### config.mk
export PLATFORM = sky130hd
export DESIGN_NAME = stream_key_replace
export DESIGN_NICKNAME = d
export VERILOG_FILES = /design/src/rtl/skr_pkg.sv /design/src/rtl/skr_cell.sv /design/src/rtl/skr_emit.sv /design/src/rtl/stream_key_replace.sv
export SDC_FILE = /design/constraint.sdc
export NUM_CORES = 1
export LEC_CHECK = 0
export BUFFER_PORTS_ARGS = -buffer_cell sky130_fd_sc_hd__buf_2
export CAP_MARGIN = 20
export CORE_ASPECT_RATIO = 0.7
export CORE_MARGIN = 2
export CORE_UTILIZATION = 53
export DETAILED_ROUTE_END_ITERATION = 16
export PLACE_DENSITY_LB_ADDON = 0.1
export SLEW_MARGIN = 15
export SYNTH_ARGS = -nofsm -noshare
export SYNTH_HDL_FRONTEND = slang
export SYNTH_SLANG_ARGS = --single-unit
### constraint.sdc
create_clock -name aclk -period 6.9 [get_ports aclk]
set_input_delay 0.69 -clock aclk [delete_from_list [all_inputs] [get_ports aclk]]
set_output_delay 0.69 -clock aclk [all_outputs]
set_load 0.005 [all_outputs]
### src/rtl/skr_pkg.sv
package skr_pkg;

    localparam int BYTE_W     = 8;
    localparam int LEN_W      = 4;
    localparam int CFG_IDX_W  = 2;
    localparam int CFG_DATA_W = 64;

    // Configuration register indexes.
    localparam logic [CFG_IDX_W-1:0] REG_KEY_BYTES    = 2'd0;
    localparam logic [CFG_IDX_W-1:0] REG_KEY_LENGTH   = 2'd1;
    localparam logic [CFG_IDX_W-1:0] REG_VALUE_BYTES  = 2'd2;
    localparam logic [CFG_IDX_W-1:0] REG_VALUE_LENGTH = 2'd3;

    // Bit positions inside the result tuser.
    localparam int TUSER_BYTE_VALID = 0;
    localparam int TUSER_STREAM_END = 1;
    localparam int TUSER_W          = 2;

    // Per-cell control of the window row.
    typedef struct packed {
        logic take;    // an item is accepted this cycle
        logic load;    // this cell receives the incoming byte
        logic shift;   // window moves one place toward cell 0
        logic active;  // cell lies inside the key length
    } skr_cell_ctl_t;

endpackage

### src/rtl/skr_cell.sv
module skr_cell import skr_pkg::*; (
    input  logic                aclk,
    input  skr_cell_ctl_t       ctl,
    input  logic [BYTE_W-1:0]   in_byte,
    input  logic [BYTE_W-1:0]   key_byte,
    input  logic [BYTE_W-1:0]   nbr_cur,
    input  logic                match_in,
    output logic [BYTE_W-1:0]   cur,
    output logic                match_out
);

    logic [BYTE_W-1:0] byte_reg;
    logic [BYTE_W-1:0] byte_next;

    // The cell's view of the window with the new byte already in place.
    assign cur       = ctl.load ? in_byte : byte_reg;
    assign match_out = match_in & (~ctl.active | (cur == key_byte));
    assign byte_next = ctl.shift ? nbr_cur : cur;

    always_ff @(posedge aclk) begin
        if (ctl.take) begin
            byte_reg <= byte_next;
        end
    end

endmodule

### src/rtl/skr_emit.sv
module skr_emit import skr_pkg::*; #(
    parameter int DEPTH = 8
) (
    input  logic                          aclk,
    input  logic                          aresetn,
    input  logic                          take,
    input  logic [DEPTH-1:0][BYTE_W-1:0]  batch_bytes,
    input  logic [LEN_W-1:0]              batch_n,
    input  logic                          batch_end,
    output logic                          can_take,
    output logic                          m_tvalid,
    input  logic                          m_tready,
    output logic [BYTE_W-1:0]             m_tdata,
    output logic                          m_tlast,
    output logic [TUSER_W-1:0]            m_tuser
);

    localparam int RW = $clog2(DEPTH + 1);

    logic [DEPTH-1:0][BYTE_W-1:0] buf_reg;
    logic [DEPTH-1:0][BYTE_W-1:0] buf_next;
    logic [RW-1:0]                rem_reg;
    logic [RW-1:0]                rem_next;
    logic                         marker_reg;
    logic                         marker_next;
    logic                         end_reg;
    logic                         end_next;
    logic                         last_out;
    logic                         pop;

    assign last_out = (rem_reg == RW'(1));
    assign pop      = m_tvalid & m_tready;
    assign can_take = (rem_reg == '0) | (m_tready & last_out);

    assign m_tvalid = (rem_reg != '0);
    assign m_tdata  = marker_reg ? '0 : buf_reg[0];
    assign m_tlast  = last_out;
    assign m_tuser[TUSER_BYTE_VALID] = ~marker_reg;
    assign m_tuser[TUSER_STREAM_END] = last_out & end_reg;

    always_comb begin
        buf_next    = buf_reg;
        rem_next    = rem_reg;
        marker_next = marker_reg;
        end_next    = end_reg;
        if (take) begin
            buf_next    = batch_bytes;
            end_next    = batch_end;
            marker_next = (batch_n == '0);
            if (batch_n != '0) begin
                rem_next = RW'(batch_n);
            end else if (batch_end) begin
                rem_next = RW'(1);
            end else begin
                rem_next = '0;
            end
        end else if (pop) begin
            for (int i = 0; i < DEPTH - 1; i++) begin
                buf_next[i] = buf_reg[i+1];
            end
            buf_next[DEPTH-1] = '0;
            rem_next = rem_reg - RW'(1);
        end
    end

    always_ff @(posedge aclk) begin
        if (!aresetn) begin
            rem_reg <= '0;
        end else begin
            rem_reg <= rem_next;
        end
    end

    always_ff @(posedge aclk) begin
        buf_reg    <= buf_next;
        marker_reg <= marker_next;
        end_reg    <= end_next;
    end

endmodule

### src/rtl/stream_key_replace.sv
// Byte-stream find and replace. Every non-overlapping, leftmost-first
// occurrence of the configured key (1 to MAX_KEY_BYTES bytes) is replaced by
// the configured value (0 to MAX_VALUE_BYTES bytes); every other byte passes
// through in order. Bytes that could still start a match wait in a window of
// at most key_length-1 bytes, so output lags input by that many bytes until a
// byte with tlast set ends the stream and flushes the window. Each accepted
// input item yields a run of result items that ends with tlast; an item that
// completes nothing yields no result, except that an end item with nothing to
// emit yields one empty result with tuser byte_valid low. The block takes one
// input item per cycle while runs are at most one byte and m_tready is high; a
// longer run holds off the next item while the output buffer drains it a
// byte per cycle that m_tready is high, and the next item is taken as its
// last byte leaves. Configuration writes are always accepted and must be
// made while the block is idle; writing key_length discards the window bytes.
module stream_key_replace import skr_pkg::*; #(
    parameter int MAX_KEY_BYTES   = 8,
    parameter int MAX_VALUE_BYTES = 8
) (
    input  logic                   aclk,
    input  logic                   aresetn,
    // Input stream. s_tdata: in_byte. s_tlast: in_end.
    input  logic                   s_tvalid,
    output logic                   s_tready,
    input  logic [BYTE_W-1:0]      s_tdata,
    input  logic                   s_tlast,
    // Result stream. m_tdata: out_byte. m_tlast: run_last.
    output logic                   m_tvalid,
    input  logic                   m_tready,
    output logic [BYTE_W-1:0]      m_tdata,
    output logic                   m_tlast,
    // m_tuser bits from low up: byte_valid, stream_end.
    output logic [TUSER_W-1:0]     m_tuser,
    // Configuration write channel.
    input  logic                   cfg_valid,
    output logic                   cfg_ready,
    input  logic [CFG_IDX_W-1:0]   cfg_index,
    input  logic [CFG_DATA_W-1:0]  cfg_data
);

    localparam int BUF_DEPTH = (MAX_KEY_BYTES > MAX_VALUE_BYTES) ?
                               MAX_KEY_BYTES : MAX_VALUE_BYTES;

    // Configuration registers.
    logic [MAX_KEY_BYTES-1:0][BYTE_W-1:0]   key_reg;
    logic [LEN_W-1:0]                       key_len_reg;
    logic [MAX_VALUE_BYTES-1:0][BYTE_W-1:0] value_reg;
    logic [LEN_W-1:0]                       value_len_reg;

    // Window fill level.
    logic [LEN_W-1:0] count_reg;
    logic [LEN_W-1:0] count_next;

    logic [LEN_W-1:0] klen;
    logic [LEN_W-1:0] vlen;
    logic [LEN_W-1:0] count_inc;
    logic             accept;
    logic             cfg_fire;
    logic             full;
    logic             match;
    logic             can_take;

    skr_cell_ctl_t [MAX_KEY_BYTES-1:0]      cell_ctl;
    logic [MAX_KEY_BYTES-1:0][BYTE_W-1:0]   cell_cur;
    logic [MAX_KEY_BYTES:0]                 match_chain;

    logic [BUF_DEPTH-1:0][BYTE_W-1:0]       batch_bytes;
    logic [LEN_W-1:0]                       batch_n;

    assign cfg_ready = 1'b1;
    assign cfg_fire  = cfg_valid & cfg_ready;
    assign s_tready  = can_take;
    assign accept    = s_tvalid & s_tready;

    // Out-of-range lengths are clamped: a key of zero bytes acts as one.
    always_comb begin
        klen = key_len_reg;
        if (klen == '0) begin
            klen = LEN_W'(1);
        end else if (klen > LEN_W'(MAX_KEY_BYTES)) begin
            klen = LEN_W'(MAX_KEY_BYTES);
        end
        vlen = value_len_reg;
        if (vlen > LEN_W'(MAX_VALUE_BYTES)) begin
            vlen = LEN_W'(MAX_VALUE_BYTES);
        end
    end

    // The window is full once the new byte brings it to the key length; only
    // then is the match from the cell row meaningful.
    assign count_inc = count_reg + LEN_W'(1);
    assign full      = (count_inc == klen);
    assign match     = full & match_chain[MAX_KEY_BYTES];

    // Window row: each cell holds one byte, compares it against its key byte
    // and passes its byte to the left neighbor when the oldest byte leaves.
    assign match_chain[0] = 1'b1;

    for (genvar i = 0; i < MAX_KEY_BYTES; i++) begin : g_cell
        logic [BYTE_W-1:0] nbr;

        if (i == MAX_KEY_BYTES - 1) begin : g_end
            assign nbr = '0;
        end else begin : g_mid
            assign nbr = cell_cur[i+1];
        end

        assign cell_ctl[i].take   = accept;
        assign cell_ctl[i].load   = (count_reg == LEN_W'(i));
        assign cell_ctl[i].shift  = full & ~match & ~s_tlast;
        assign cell_ctl[i].active = (LEN_W'(i) < klen);

        skr_cell u_cell (
            .aclk      (aclk),
            .ctl       (cell_ctl[i]),
            .in_byte   (s_tdata),
            .key_byte  (key_reg[i]),
            .nbr_cur   (nbr),
            .match_in  (match_chain[i]),
            .cur       (cell_cur[i]),
            .match_out (match_chain[i+1])
        );
    end

    // Results of one item: the value bytes on a match, otherwise the leading
    // window bytes. Without an end only the oldest byte of a full window
    // leaves; with an end the whole window goes out.
    always_comb begin
        for (int i = 0; i < BUF_DEPTH; i++) begin
            batch_bytes[i] = '0;
            if (match) begin
                if (i < MAX_VALUE_BYTES) begin
                    batch_bytes[i] = value_reg[i];
                end
            end else if (i < MAX_KEY_BYTES) begin
                batch_bytes[i] = cell_cur[i];
            end
        end
        if (match) begin
            batch_n = vlen;
        end else if (s_tlast) begin
            batch_n = count_inc;
        end else if (full) begin
            batch_n = LEN_W'(1);
        end else begin
            batch_n = '0;
        end
    end

    always_comb begin
        count_next = count_reg;
        if (cfg_fire && cfg_index == REG_KEY_LENGTH) begin
            count_next = '0;
        end else if (accept) begin
            if (match || s_tlast) begin
                count_next = '0;
            end else if (full) begin
                count_next = klen - LEN_W'(1);
            end else begin
                count_next = count_inc;
            end
        end
    end

    always_ff @(posedge aclk) begin
        if (!aresetn) begin
            key_reg       <= '0;
            key_len_reg   <= LEN_W'(1);
            value_reg     <= '0;
            value_len_reg <= '0;
            count_reg     <= '0;
        end else begin
            count_reg <= count_next;
            if (cfg_fire) begin
                case (cfg_index)
                    REG_KEY_BYTES: begin
                        key_reg <= cfg_data[MAX_KEY_BYTES*BYTE_W-1:0];
                    end
                    REG_KEY_LENGTH: begin
                        key_len_reg <= cfg_data[LEN_W-1:0];
                    end
                    REG_VALUE_BYTES: begin
                        value_reg <= cfg_data[MAX_VALUE_BYTES*BYTE_W-1:0];
                    end
                    REG_VALUE_LENGTH: begin
                        value_len_reg <= cfg_data[LEN_W-1:0];
                    end
                    default: begin
                    end
                endcase
            end
        end
    end

    // Output buffer: holds the result run of one item and drains it a byte
    // per cycle while m_tready is high.
    skr_emit #(
        .DEPTH (BUF_DEPTH)
    ) u_emit (
        .aclk        (aclk),
        .aresetn     (aresetn),
        .take        (accept),
        .batch_bytes (batch_bytes),
        .batch_n     (batch_n),
        .batch_end   (s_tlast),
        .can_take    (can_take),
        .m_tvalid    (m_tvalid),
        .m_tready    (m_tready),
        .m_tdata     (m_tdata),
        .m_tlast     (m_tlast),
        .m_tuser     (m_tuser)
    );

endmodule
==> flow_summary.ini <==
[outcome]
status = finished, final reports clean

[cts]
cts_setup_buffers = 0
cts_tree = yes
clock-root-buffer = clkbuf_16
cts_resized = 0
cts_made_buffers = 27
clock_path_buffers = 3
cts.htree.levels = 1
clkTransAtPathRegs_ps = 70
clock_sinks = 274
clk_latency_ps = 550
cts_hold_buf = 0

[timing]
relSlewSlack_pct = 26.7
fin_crit_ps = 5360
setup_tns_ps = 0
hold_viol = 0
grt_setup_unrepaired = no
final.period_utilization_pct = 77.7
drv_slew = 0
tightest_slew_ps = 1090
setup_viol = 0
finalClockSkew_ps = 15.3
fmax_mhz = 187

[cells_and_area]
n_fill_cell = 2195
final_nets = 1575
drive_gt1_share_pct = 10.9
final_cell_mix = nand2_1 (383), a21oi_1 (145), dfxtp_1 (144)
instances_no_fill = 1832
final_common_cell = nand2_1
syn_to_final_growth_pct = 10.7
diodes = 0

[routing]
dr_wl_met2_um = 15800
post_drt_wl_per_cell_um = 20.1
dr.first_iter.drc_count = 1035
drt_first_pass_iters = 5
via_per_inst = 5.80
wl_um = 36800
routedLengthMet1_um = 17400
drc = 0
top_layer = met4
vias = 10600
met3_length_um = 2820
antenna_left = 0

[synth]
async_reset_ff_share_pct = 0
synthDistinctLibCells = 54
syn_nets = 1541
synth_edf_count = 130
synthCells = 1452
synth_ff_type = dfxtp_1
avgSynthCellArea_um2 = 9.12
yosys_warnings = 0
netlist_area_um2 = 13200
yosysSeqAreaShare_pct = 51.3
synth_seq_cells = 274

[grt]
grt_pass1_wl_um = 56400
gr-total-overflow = 0
grt_antenna_before_repair = 0
grt_max_degree = 87
track_usage_pct = 28.1
grt_pass1_vias = 9780

[power_and_ir_drop]
power_density_nw_per_um2 = 382
p_leak_uw = 0.00586
max-vdd-ir-drop_mv = 0.226

[placed_design]
io_buffers = 92
dp.cells = 1781
gp_congestion = 0.875
hpwl_um = 23300

[setup_path]
cp_max_fo = 56
arrival_ps = 5610
crit_path_end_kind = register
cp-start-kind = register
cp.required_ps = 7150
reg2reg_slack_ps = 1540
worstSetupPathType = register to register

[min_path]
hp-class = input port to register

[floorplanning]
ioPinCount = 94
dieWidth_um = 193
dieArea_um2 = 26300
core_um2 = 24600
std_cell_rows = 48
die_h_um = 136
initial_core_util_pct = 53.9

[run]
cap_violations = 0
critical path, stage by stage (launching register included):
cell and delay, ps:
dfxtp_1 440, ha_1 230, nor3b_2 880, mux2i_1 600
xor2_1 200, nand2_1 80, or4_1 540, a222oi_1 300
nand3_1 140, nor2_1 300, nor2_1 260, nand2_4 810
mux2i_1 200
worst paths after layout:
check | start | cells after the start | end
worst max register to register | count_reg[0]$_SDFFE_PP0P_ | 12 | g_cell[0].u_cell.byte_reg[6]$_DFFE_PP_
worst max-delay path | count_reg[0]$_SDFFE_PP0P_ | 12 | g_cell[0].u_cell.byte_reg[6]$_DFFE_PP_
worst min-delay path | cfg_data[53] | 3 | value_reg[53]$_SDFFE_PN0P_
worst min register to register | value_reg[19]$_SDFFE_PN0P_ | 2 | value_reg[19]$_SDFFE_PN0P_
metal layers:
| layer | vias to the layer above | global-route usage, % |
|---|---|---|
| li1 | 5130 | - |
| met4 | 0 | 6.31 |
| met1 | 5073 | 42.0 |
| met2 | 375 | 42.4 |
| met5 | - | 0 |
| met3 | 54 | 5.19 |
layout make-up:
| class | instances | area [um^2] | share of cell area, % |
|---|---|---|---|
| flip-flops and latches | 274 | 6790 | 46.3 |
| clock buffers | 45 | 833 | 5.69 |
| well taps | 325 | 407 | 2.78 |
| clock inverters | 5 | 32.5 | 0.222 |
| repair buffers | 103 | 543 | 3.71 |
| inverters | 49 | 186 | 1.27 |
| multi-input cells | 1031 | 5860 | 40.0 |
through the flow:
step | cell area [um^2] | worst slack, ps | total power, uW | utilization, % | hold WS [ps]
floorplan | 13200 | 3160 | 3630 | - | 433
global placement | 13800 | 1500 | 4120 | 56.1 | 438
detailed placement | 13800 | 1550 | 4160 | 56.1 | 444
CTS | 14600 | 1480 | 5610 | 59.6 | 361
global route | 14600 | 1260 | 5900 | 59.6 | 371
finish | 14600 | 1540 | 5600 | 59.6 | 383
report_power, final:
part	internal, uW	total [uW]	switching (uW)	leakage, uW
registers	2330	2510	185	0.00243
clock network	821	1450	632	0.000428
logic	556	1630	1080	0.00300
total	3700	5600	1900	0.00586
cell usage after synthesis (4+ instances only):
cell type / instances / area (um^2)
nor4_1: 6 / 37.5
o21ai_0: 78 / 390
dfxtp_1: 144 / 2880
o21ai_1: 45 / 225
buf_6: 6 / 67.6
ha_1: 9 / 113
nand3_1: 8 / 40.0
a21oi_1: 145 / 726
mux2i_2: 4 / 55.1
xor2_1: 28 / 245
and3_1: 4 / 25.0
nor3_1: 11 / 55.1
inv_1: 49 / 184
nor3b_1: 7 / 52.6
buf_4: 4 / 30.0
buf_2: 14 / 70.1
nand2_1: 385 / 1450
edfxtp_1: 130 / 3900
clkbuf_1: 74 / 278
nand3b_1: 6 / 45.0
a211oi_1: 8 / 60.1
or4_1: 7 / 52.6
nor2b_1: 10 / 62.6
mux2i_1: 123 / 1230
o22ai_1: 40 / 250
o221ai_1: 7 / 61.3
nor2_1: 40 / 150
xnor2_1: 14 / 123
cell families after synthesis:
logic type               after synthesis  synth area share (%)
AND/OR/NAND/NOR                      502                  15.9
other                                  1                0.0283
adder cells (fa/ha/maj)                9                 0.851
AO/OA/AOI/OAI                        349                  14.6
multiplexers                         128                  9.80
flip-flops                           274                  51.3
buffers and inverters                147                  4.75
XOR/XNOR                              42                  2.78
(Power assumes the default switching activity.)
